<file path="config.mk">
export PLATFORM = sky130hd
export DESIGN_NAME = lsc_ctrl
export DESIGN_NICKNAME = d
export VERILOG_FILES = /design/src/hdl/lsc_pkg.sv /design/src/hdl/lsc_ctrl.sv
export SDC_FILE = /design/constraint.sdc
export NUM_CORES = 1
export LEC_CHECK = 0
export BUFFER_PORTS_ARGS = -buffer_cell sky130_fd_sc_hd__buf_4
export CORE_AREA = 5 5 42 44
export DETAILED_ROUTE_END_ITERATION = 16
export DIE_AREA = 0 0 47 49
export HOLD_SLACK_MARGIN = 0.02
export PLACE_DENSITY_LB_ADDON = 0.12
export SLEW_MARGIN = 20
export SYNTH_ARGS = -nofsm -noshare
export SYNTH_HDL_FRONTEND = slang
export SYNTH_SLANG_ARGS = --single-unit
</file>
<file path="constraint.sdc">
create_clock -name clk_i -period 1.9 [get_ports clk_i]
set_clock_uncertainty 0.2 [all_clocks]
set_input_delay 0.095 -clock clk_i [delete_from_list [all_inputs] [get_ports clk_i]]
set_output_delay 0.095 -clock clk_i [all_outputs]
set_load 0.02 [all_outputs]
</file>
<file path="src/hdl/lsc_pkg.sv">
// ----------------------------------------------------------------------------
// lsc_pkg
// Shared codes and controller/datapath interface types for the LRU cache
// simulator core.
// ----------------------------------------------------------------------------
`default_nettype none

package lsc_pkg;

  localparam int unsigned ADDR_W    = 64;
  localparam int unsigned TAG_W     = 64;
  localparam int unsigned IDX_W     = 7;   // widest set index a 3-bit set_bits can ask for
  localparam int unsigned CFG_IDX_W = 2;
  localparam int unsigned CFG_DATA_W = 6;

  // operation codes
  localparam logic [1:0] OP_LOAD   = 2'd0;
  localparam logic [1:0] OP_STORE  = 2'd1;
  localparam logic [1:0] OP_MODIFY = 2'd2;
  localparam logic [1:0] OP_FETCH  = 2'd3;

  // configuration register indexes
  localparam logic [CFG_IDX_W-1:0] CFG_SET_BITS   = 2'd0;
  localparam logic [CFG_IDX_W-1:0] CFG_BLOCK_BITS = 2'd1;
  localparam logic [CFG_IDX_W-1:0] CFG_WAYS       = 2'd2;

  typedef enum logic [1:0] {
    OUT_HIT   = 2'd0,
    OUT_FILL  = 2'd1,
    OUT_EVICT = 2'd2
  } outcome_e;

  typedef enum logic [3:0] {
    ST_CLEAR  = 4'b0001,
    ST_IDLE   = 4'b0010,
    ST_ACCESS = 4'b0100,
    ST_SECOND = 4'b1000
  } state_e;

  typedef struct packed {
    logic capture;   // latch item, issue set read
    logic clr_step;  // write one cleared row
    logic access;    // first access: update set, counters, result
    logic second;    // second access of a modify: always a hit
  } lsc_cmd_t;

  typedef struct packed {
    logic clr_last;  // clearing the last row
    logic out_free;  // result register can take a new transfer
    logic in_fetch;  // offered item is an instruction fetch
    logic is_modify; // captured item is a modify
  } lsc_status_t;

endpackage

`default_nettype wire

</file>
<file path="src/hdl/lsc_ctrl.sv">
// ----------------------------------------------------------------------------
// lsc_ctrl
// Sequencer: clearing pass after reset, item capture, first and second access.
// ----------------------------------------------------------------------------
`default_nettype none

module lsc_ctrl (
  input  wire logic                 clk_i,
  input  wire logic                 rst_ni,
  input  wire logic                 in_valid_i,
  output logic                      in_ready_o,
  input  wire lsc_pkg::lsc_status_t status_i,
  output lsc_pkg::lsc_cmd_t         cmd_o
);

  lsc_pkg::state_e state_q, state_d;

  always_ff @(posedge clk_i or negedge rst_ni) begin
    if (!rst_ni) begin
      state_q <= lsc_pkg::ST_CLEAR;
    end else begin
      state_q <= state_d;
    end
  end

  always_comb begin
    state_d    = state_q;
    cmd_o      = '0;
    in_ready_o = 1'b0;
    unique case (state_q)
      lsc_pkg::ST_CLEAR: begin
        cmd_o.clr_step = 1'b1;
        if (status_i.clr_last) begin
          state_d = lsc_pkg::ST_IDLE;
        end
      end
      lsc_pkg::ST_IDLE: begin
        in_ready_o = 1'b1;
        if (in_valid_i) begin
          cmd_o.capture = 1'b1;
          // drop fetches right here
          if (!status_i.in_fetch) begin
            state_d = lsc_pkg::ST_ACCESS;
          end
        end
      end
      lsc_pkg::ST_ACCESS: begin
        if (status_i.out_free) begin
          cmd_o.access = 1'b1;
          state_d = status_i.is_modify ? lsc_pkg::ST_SECOND : lsc_pkg::ST_IDLE;
        end
      end
      lsc_pkg::ST_SECOND: begin
        if (status_i.out_free) begin
          cmd_o.second = 1'b1;
          state_d = lsc_pkg::ST_IDLE;
        end
      end
      default: begin
        state_d = lsc_pkg::ST_CLEAR;
      end
    endcase
  end

endmodule

`default_nettype wire

</file>
==> qor.yml, run 1 <==
grt_pass1_vias: 346
die_w_um: 47
diodes: 0
startpoint_type: "register"
reg2reg_from: "state_q[2]$_DFFE_PN0P_"
syn_to_final_growth_pct: 51.5
status: "complete, no violations"
io_buffers: 11
grt_usage_pct: 9.46
placed_area_um2: 412
fillers: 152
setup_slack_ps: 167
crit_required_ps: 1600
synth_area_leaders: "dfrtp_1, dfstp_2, nor4b_4, buf_4, nor3b_1"
viasPerCell: 4.80
clockRootBuffer: "clkbuf_4"
final_common_cell: "buf_4"
slew_viol_final: 0
grt-ovfl-total: 0
largest_register_ff_count: 4
finalCritPeriodShare_pct: 91.2
firstDrtPassIters: 2
dp_hpwl_um: 596
clk-insertion-delay-late_ps: 250
postCtsSetupRepairBufs: 0
cts_tree: "done"
totalWireLength_um: 890
top_register: "state_q"
final_nets: 63
yosys_register_bits: 4
synth_largest_area_cell: "dfrtp_1"
synth-compound-area-share_pct: 22.0
rr_worst_depth: 3
powerDensity_nw_per_um2: 1010
dieArea_um2: 2300
synthCells: 36
setup_viol: 0
fmaxAchievable_mhz: 577
max_cap_violations: 0
worstSetupPathType: "reg2out"
fp.coreArea_um2: 1400
arrival_ps: 1440
preCtsSetupSlack_ps: 257
clk_pin_slew_ps: 40
antenna_found_initial: 0
wl_per_cell_um: 12.5
ioPinCount: 12
synth_xor_area_share_pct: 2.61
yosysSeqAreaShare_pct: 30.2
postLayoutCellArea_um2: 508
synth_cell_types: 28
hp-class: "in2async"
place.gp.congestion: 0.694
synthMuxAreaShare_pct: 0
yosys_warnings: 0
reg2reg_slack_ps: 260
synthAdderAreaFrac_pct: 0
p_leak_nw: 0.210
clkSinkCount: 4
mappedNetlistNets: 43
final_cell_mix: "buf_4, dlygate4sd3_1, inv_1, clkbuf_4, dfrtp_1"
relSlewSlack_pct: 68.9
tightest_slew_ps: 467
worstReg2RegEnd: "state_q[1]$_DFFE_PN0P_"
drt_iter0_drc: 2
yosys.area_share.simple_pct: 32.8
start_util_pct: 23.9
hold_ws_ps: 127
grt_pass1_wl_um: 1480
cp_max_fo: 14
grt_max_degree: 15
ir_drop_v: 0.000347
netlist_area_um2: 335
htree_levels: 1
rsz0062_at_grt: "no"
top_regs: "state_q: 4 flops"
synth_top_area_share_pct: 22.4
drive_gt1_share_pct: 32.7
syn_avg_cell_area_um2: 9.31
crit_path_end_kind: "output port"
cts_made_buffers: 3
finalCriticalPeriod_ps: 1730
cts_buffer_depth: 2
num_vias: 341
die_h_um: 49
ant_nets: 0
setup_tns_ps: 0
hold_violations: 0
synth_top_family_by_area: "simple AND/OR/NAND/NOR gates"
placementRows: 14
drc: 0
[synthesized netlist by cell type (all sizes together)]
cell and instances:
or4b 1, nor3b 2, and2 1, nor3 2, or3 1, nor4bb 1
a31oi 1, o21ai 3, nor2b 1, a21oi 1, o21a 1, nor4b 2
a211oi 1, dfrtp 3, o311ai 1, nand2 1, o31ai 1, xnor2 1
inv 4, dfstp 1, nor2 1, o2111ai 1, a21boi 1, buf 3
[logic make-up (layout without fill, tap and decap cells)]
family,count (synthesis),count (layout)
AO/OA/AOI/OAI,11,11
buffers and inverters,7,26
AND/OR/NAND/NOR,13,13
flip-flops,4,4
XOR/XNOR,1,1
[worst max path at each step]
stage                                start                      to
floorplan           state_q[2]$_DFFE_PN0P_                cmd_o[3]
global placement    state_q[2]$_DFFE_PN0P_  state_q[1]$_DFFE_PN0P_
detailed placement  state_q[2]$_DFFE_PN0P_  state_q[1]$_DFFE_PN0P_
CTS                 state_q[2]$_DFFE_PN0P_                cmd_o[3]
global route        state_q[2]$_DFFE_PN0P_                cmd_o[3]
finish              state_q[2]$_DFFE_PN0P_                cmd_o[3]
[report_power, final]
group | switching (mW) | internal [mW] | total [mW]
clock | 0.0479 | 0.0797 | 0.128
sequential | 0.0569 | 0.116 | 0.173
combinational | 0.0968 | 0.118 | 0.215
[worst max-delay path: stages (launching register included)]
cell     delay [ps]
dfrtp_1         540
nor4b_4         340
and2_1          170
buf_4           140
[per-stage QoR]
step           total power [mW]  utilization, %  instances
3_3_place_gp              0.378            29.4         60
2_1_floorplan             0.320               -         36
5_1_grt                   0.553            36.3         71
6_report                  0.515            36.3         71
3_5_place_dp              0.380            29.4         60
4_1_cts                   0.523            36.3         71
[timing repair]
action                                 in CTS  in global routing
hold buffers                                7                  0
gates resized for setup                     0                  0
setup endpoints to repair                   0                  0
endpoints found under the hold margin       8                  0
[cell type report]
class / instances / area [um2] / share of cell area, %
clock buffer: 4 / 26.3 / 5.17
sequential: 4 / 101 / 20.0
tap: 16 / 20.0 / 3.94
inverter: 4 / 15.0 / 2.96
multi-input combinational: 25 / 193 / 37.9
timing repair buffer: 18 / 153 / 30.0
[metal layers]
metal  share of wire [%]  track usage, %
met2                  48            12.4
met1                  42            11.5
met3                 7.3            6.64
met4                 2.1            4.15
met5                   0               0
(Power assumes the default switching activity.)
==> inputs of run 2 (changes only) <==
--- a/config.mk
+++ b/config.mk
@@ -5,6 +5,7 @@
 export SDC_FILE = /design/constraint.sdc
 export NUM_CORES = 1
 export LEC_CHECK = 0
+export ABC_AREA = 1
 export BUFFER_PORTS_ARGS = -buffer_cell sky130_fd_sc_hd__buf_4
 export CORE_AREA = 5 5 42 44
 export DETAILED_ROUTE_END_ITERATION = 16
==> run 2 against run 1 <==
Compared with the run above: worst setup slack worse by 58 ps; global-route usage down 1.6 points; cell count increased by 20%; highest routed layer unchanged; largest cell class unchanged; clock power shrank 9%; largest power group unchanged; first-iteration DRC count increased to 3.5 times the previous value; critical path depth is 6 higher.
==> qor.yml, run 2 <==
slew_viol_final: 0  # unchanged
hold_violations: 0  # unchanged
totalWireLength_um: 712  # was 890 um
dp_hpwl_um: 566  # was 596 um
synth_ff_type: "dfrtp_1"  # unchanged
synth_area_leaders: "dfrtp_1, nand3_1, inv_1, nand2_1, nor2_1"  # was dfrtp_1, dfstp_2, nor4b_4, buf_4, nor3b_1
drc: 0  # unchanged
clk_pin_slew_ps: 40  # about the same
ir_drop_v: 0.000315  # was 0.000347 V
synthMuxAreaShare_pct: 0  # unchanged
p_leak_nw: 0.282  # was 0.210 nW
ioPinCount: 12  # unchanged
setup_tns_ps: 0  # unchanged
firstDrtPassIters: 4  # was 2
grt_usage_pct: 7.91  # was 9.46%
ant_nets: 0  # unchanged
finalCritPeriodShare_pct: 94.3  # was 91.2%
fillers: 167  # was 152
grt_pass1_vias: 344  # was 346
syn_avg_cell_area_um2: 6.02  # was 9.31 um2
grt_max_degree: 6  # was 15
die_w_um: 47  # unchanged
grt-ovfl-total: 0  # unchanged
final_common_cell: "inv_1"  # was buf_4
synthTopCellsByCount: "inv_1, nand2_1, nand3_1"  # was dfrtp_1, inv_1
fmaxAchievable_mhz: 558  # was 577 MHz
yosys_register_bits: 4  # unchanged
synth_most_common_cell: "inv_1"
largest_register_ff_count: 4  # unchanged
final_cell_mix: "inv_1, buf_4, nand2_1, nand3_1, nor2_1"  # was buf_4, dlygate4sd3_1, inv_1, clkbuf_4, dfrtp_1
drive_gt1_share_pct: 27.5  # was 32.7%
clk-insertion-delay-late_ps: 240  # was 250 ps
cts_buffer_depth: 2  # unchanged
powerDensity_nw_per_um2: 1190  # was 1010 nW/um2
status: "complete, no violations"  # unchanged
synth-compound-area-share_pct: 1.73  # was 22.0%
hp-class: "in2reg"  # was in2async
mappedNetlistNets: 55  # was 43
top_register: "state_q"  # unchanged
tightest_slew_ps: 233  # was 467 ps
finalCriticalPeriod_ps: 1790  # was 1730 ps
clkSinkCount: 4  # unchanged
cts_made_buffers: 3  # unchanged
yosys_warnings: 0  # unchanged
synth_enable_flop_cells: 0  # unchanged
relSlewSlack_pct: 84.4  # was 68.9%
synth_largest_area_cell: "dfrtp_1"  # unchanged
synth_xor_area_share_pct: 0  # was 2.61%
antenna_found_initial: 0  # unchanged
synth_cell_types: 9  # was 28
diodes: 0  # unchanged
synthAdderAreaFrac_pct: 0  # unchanged
grt_pass1_wl_um: 1270  # was 1480 um
crit_path_end_kind: "register"  # was output port
die_h_um: 49  # unchanged
cp_max_fo: 3  # was 14
arrival_ps: 1710  # was 1440 ps
wl_per_cell_um: 8.38  # was 12.5 um
startpoint_type: "primary input"  # was register
viasPerCell: 3.98  # was 4.80
p_total_mw: 0.569  # was 0.515 mW
top_regs: "state_q: 4 flops"  # unchanged
worstSetupPathType: "in2reg"  # was reg2out
clockRootBuffer: "clkbuf_4"  # unchanged
hold-path-cell-count: 5
cts_tree: "done"  # unchanged
fp.coreArea_um2: 1400  # unchanged
placementRows: 14  # unchanged
start_util_pct: 20.6  # was 23.9%
final_nets: 77  # was 63
netlist_area_um2: 289  # was 335 um2
rr_worst_depth: 7  # was 3
postCtsSetupRepairBufs: 0  # unchanged
synthCells: 48  # was 36
num_vias: 338  # was 341
max_cap_violations: 0  # unchanged
syn_to_final_growth_pct: 65.4  # was 51.5%
synth_top_area_share_pct: 26.0  # was 22.4%
dieArea_um2: 2300  # unchanged
place.gp.congestion: 0.719  # was 0.694
drt_iter0_drc: 7  # was 2
async_flop_share_pct: 100  # unchanged
htree_levels: 1  # unchanged
rsz0062_at_grt: "no"  # unchanged
yosys.area_share.simple_pct: 47.6  # was 32.8%
io_buffers: 11  # unchanged
yosysSeqAreaShare_pct: 35.1  # was 30.2%
synth_top_family_by_area: "simple AND/OR/NAND/NOR gates"  # unchanged
crit_required_ps: 1820  # was 1600 ps
setup_viol: 0  # unchanged
==> run 2: cell count changes in the layout (fill, tap and decap cells not counted), sizes merged, moves of 8 or more <==
cell	change
nor2	+9
nand3	+9
inv	+8
nand2	+11
==> run 2: report_power, final <==
group / internal (mW) / switching, mW / total [mW]
sequential: 0.126 / 0.0249 / 0.151
combinational: 0.116 / 0.186 / 0.301
clock: 0.0790 / 0.0377 / 0.117
==> run 2: worst paths after layout <==
path | slack [ps] | startpoint | endpoint
max | 110 | in_valid_i | state_q[3]$_DFFE_PN0P_
max reg2reg | 530 | state_q[0]$_DFFE_PN1P_ | state_q[3]$_DFFE_PN0P_
min reg2reg | 390 | state_q[2]$_DFFE_PN0P_ | state_q[3]$_DFFE_PN0P_
max in group asynchronous | 800 | rst_ni | state_q[1]$_DFFE_PN0P_
min in group asynchronous | 140 | rst_ni | state_q[0]$_DFFE_PN1P_
min | 50 | status_i[0] | state_q[3]$_DFFE_PN0P_
==> run 2: cell families (layout without fill, tap and decap cells) <==
| logic type | Yosys count | in the layout |
|---|---|---|
| flops | 4 | 4 |
| compound gates | 1 | 1 |
| buf+inv | 12 | 33 |
| simple gates | 31 | 31 |
==> run 2: what timing repair did <==
| action | 4_1_cts | 5_1_grt |
|---|---|---|
| setup endpoints to repair | 0 | 0 |
| hold buffers | 6 | 0 |
| gates resized for setup | 0 | 0 |
| endpoints found under the hold margin | 8 | 0 |
==> run 2: worst max-delay path, cell delays in order <==
cell           delay [ps]
dlygate4sd3_1         540
buf_4                 140
nand2_1                50
dlygate4sd3_1         540
nand3_1                90
nand2_1                80
inv_1                  60
nand3_1                80
nand2_1                60
==> run 2: cell type report <==
type | count | area (um2) | share of cell area, %
inverters | 12 | 45.0 | 9.42
repair buffers | 17 | 143 | 29.8
multi-input cells | 32 | 143 | 29.8
flip-flops and latches | 4 | 101 | 21.2
well taps | 16 | 20.0 | 4.19
clock buffers | 4 | 26.3 | 5.50
==> run 2: stage by stage <==
| stage | setup slack [ps] | utilization [%] | hold slack (ps) | instances | area (um2) |
|---|---|---|---|---|---|
| after floorplan | 625 | - | -401 | 48 | 289 |
| after global placement | 536 | 27.9 | -307 | 75 | 392 |
| after detailed placement | 529 | 27.9 | -308 | 75 | 392 |
| after CTS | 124 | 34.1 | 41.6 | 85 | 478 |
| after global routing | 32.5 | 34.1 | 103 | 85 | 478 |
| final | 108 | 34.1 | 45.4 | 85 | 478 |
==> run 2: per-layer routing <==
layer	share of wire, %	up-vias	track usage, %
li1	-	185	-
met1	43	144	9.31
met2	52	7	11.1
met3	3.2	2	2.21
met4	1.7	0	6.91
met5	0	-	0
==> inputs of run 3 (changes only) <==
--- a/config.mk
+++ b/config.mk
@@ -7,9 +7,9 @@
 export LEC_CHECK = 0
 export ABC_AREA = 1
 export BUFFER_PORTS_ARGS = -buffer_cell sky130_fd_sc_hd__buf_4
-export CORE_AREA = 5 5 42 44
+export CORE_AREA = 8 8 45 47
 export DETAILED_ROUTE_END_ITERATION = 16
-export DIE_AREA = 0 0 47 49
+export DIE_AREA = 0 0 53 55
 export HOLD_SLACK_MARGIN = 0.02
 export PLACE_DENSITY_LB_ADDON = 0.12
 export SLEW_MARGIN = 20
==> run 3 against run 2 <==
Compared with the run above: critical path depth unchanged; routed wire length increased by 17%; clock-buffer cell count unchanged; non-clock buffer count unchanged; first-iteration DRC count decreased by 14%; design area unchanged; flip-flop and latch count unchanged; global-route usage decreased by 1.4 points; sequential share of layout area unchanged.
==> qor.yml, run 3 (synthesis gave the netlist of run 2 again) <==
clockRootBuffer: "clkbuf_4"  # unchanged
grt_pass1_wl_um: 1390  # was 1270 um
place.gp.congestion: 0.725  # was 0.719
diodes: 0  # unchanged
finalCriticalPeriod_ps: 1790  # about the same
max_cap_violations: 0  # unchanged
ir_drop_v: 0.000378  # was 0.000315 V
dieArea_um2: 2920  # was 2300 um2
setup_viol: 0  # unchanged
drc: 0  # unchanged
fmaxAchievable_mhz: 560  # was 558 MHz
dp_hpwl_um: 621  # was 566 um
p_sw_mw: 0.259  # was 0.248 mW
pwr-share-comb_pct: 52.9  # was 53.0%
grt_max_degree: 6  # unchanged
path_cells: "dlygate4sd3_1 > buf_4 > nand2_1 > dlygate4sd3_1 > nand3_1 > nand2_1 > inv_1 > nand3_1 > nand2_1"  # unchanged
placed_area_um2: 392  # unchanged
p_clk_share_pct: 20.4  # was 20.5%
final_cell_mix: "inv_1, buf_4, nand2_1, nand3_1, nor2_1"  # unchanged
cpPeakStageDelay_ps: 540  # about the same
powerDensity_nw_per_um2: 1210  # was 1190 nW/um2
die_h_um: 55  # was 49 um
tightest_slew_ps: 248  # was 233 ps
drive_gt1_share_pct: 27.5  # unchanged
start_util_pct: 20.9  # was 20.6%
reg2reg_from: "state_q[0]$_DFFE_PN1P_"  # unchanged
startpoint: "in_valid_i"  # unchanged
startpoint_type: "primary input"  # unchanged
cp-endpoint: "state_q[1]$_DFFE_PN0P_"  # was state_q[3]$_DFFE_PN0P_
drt_iter0_drc: 6  # was 7
clkSinkCount: 4  # unchanged
hold_violations: 0  # unchanged
firstDrtPassIters: 2  # was 4
cp_max_fo: 3  # unchanged
critPathSlowestCell: "dlygate4sd3_1"  # unchanged
cpMostUsedCell: "nand2_1"  # unchanged
rsz0062_at_grt: "no"  # unchanged
grt_usage_pct: 6.52  # was 7.91%
seqPwrFrac_pct: 26.7  # was 26.5%
top_register: "state_q"  # unchanged
wl_per_cell_um: 9.78  # was 8.38 um
clk-insertion-delay-late_ps: 240  # about the same
cts_buffer_depth: 2  # unchanged
utilization_pct: 34.5  # was 34.1%
internal-power_mw: 0.321  # about the same
reg2reg_slack_ps: 530  # about the same
ioPinCount: 12  # unchanged
fp.coreArea_um2: 1380  # was 1400 um2
min-delay-start: "status_i[0]"  # unchanged
post_cts_resized: 0  # unchanged
num_vias: 341  # was 338
cts_tree: "done"  # unchanged
placementRows: 14  # unchanged
syn_to_final_growth_pct: 65.4  # unchanged
postCtsSetupRepairBufs: 0  # unchanged
grt-ovfl-total: 0  # unchanged
finalCritPeriodShare_pct: 94.0  # was 94.3%
totalWireLength_um: 831  # was 712 um
arrival_ps: 1700  # was 1710 ps
hp-class: "in2reg"  # unchanged
cts_made_buffers: 3  # unchanged
worstSetupPathType: "in2reg"  # unchanged
antenna_found_initial: 0  # unchanged
rr_worst_depth: 7  # unchanged
crit_required_ps: 1820  # about the same
viasPerCell: 4.01  # was 3.98
worstReg2RegEnd: "state_q[1]$_DFFE_PN0P_"  # was state_q[3]$_DFFE_PN0P_
htree_levels: 1  # unchanged
final_common_cell: "inv_1"  # unchanged
final_nets: 77  # unchanged
p_leak_nw: 0.282  # unchanged
ant_nets: 0  # unchanged
grt_pass1_vias: 343  # was 344
relSlewSlack_pct: 83.4  # was 84.4%
final_cell_count_no_fill: 85  # unchanged
top_regs: "state_q: 4 flops"  # unchanged
setup_tns_ps: 0  # unchanged
postLayoutCellArea_um2: 478  # unchanged
io_buffers: 11  # unchanged
status: "complete, no violations"  # unchanged
clk_pin_slew_ps: 50  # was 40 ps
crit_path_end_kind: "register"  # unchanged
die_w_um: 53  # was 47 um
p_total_mw: 0.580  # was 0.569 mW
dp_cells: 75  # unchanged
slew_viol_final: 0  # unchanged
largest_register_ff_count: 4  # unchanged
sw_frac_of_total_pct: 44.7  # was 43.6%
-- run 3: cell counts in the layout (fill, tap and decap cells not counted) --
No cell type changed its count.
-- run 3: routing by layer --
layer | GRT usage [%] | share of wire (%) | vias to the layer above
met5 | 0 | 0 | -
li1 | - | - | 185
met1 | 7.80 | 46 | 147
met4 | 3.88 | 0 | 0
met2 | 10.2 | 51 | 9
met3 | 1.87 | 3.0 | 0
-- run 3: repair_timing --
item                                    in CTS  in global routing
hold endpoints to repair                     8                  0
endpoints found under the setup margin       0                  0
hold buffers                                 6                  0
-- run 3: power by group through the flow --
| stage | logic (mW) | registers [mW] | clock network [mW] |
|---|---|---|---|
| 2_1_floorplan | 0.204 | 0.148 | 0 |
| 3_3_place_gp | 0.300 | 0.154 | 0 |
| 3_5_place_dp | 0.300 | 0.153 | 0 |
| 4_1_cts | 0.312 | 0.154 | 0.118 |
| 5_1_grt | 0.349 | 0.160 | 0.129 |
| 6_report | 0.307 | 0.155 | 0.118 |
-- run 3: metrics by stage --
stage,worst slack (ps),hold slack [ps]
2_1_floorplan,625,-401
3_5_place_dp,537,-307
3_3_place_gp,542,-307
5_1_grt,5.87,104
6_report,113,32.1
4_1_cts,117,39.9
-- run 3: critical path: cells and delay by family --
family | cells | cell delay [ps]
buffers and inverters | 4 | 1280
AND/OR/NAND/NOR | 5 | 330
-- run 3: worst min path at each step --
stage	end	slack, ps	cells after the start
after floorplan	state_q[1]$_DFFE_PN0P_	-400	0
after global placement	state_q[3]$_DFFE_PN0P_	-310	1
after detailed placement	state_q[3]$_DFFE_PN0P_	-310	1
after CTS	state_q[3]$_DFFE_PN0P_	40	5
after global routing	state_q[3]$_DFFE_PN0P_	100	5
final	state_q[3]$_DFFE_PN0P_	30	5
-- run 3: area by class of cell --
class,count,area (um2)
fill,160,906
timing repair buffer,17,143
multi-input combinational,32,143
inverter,12,45.0
clock buffer,4,26.3
sequential,4,101
tap,16,20.0
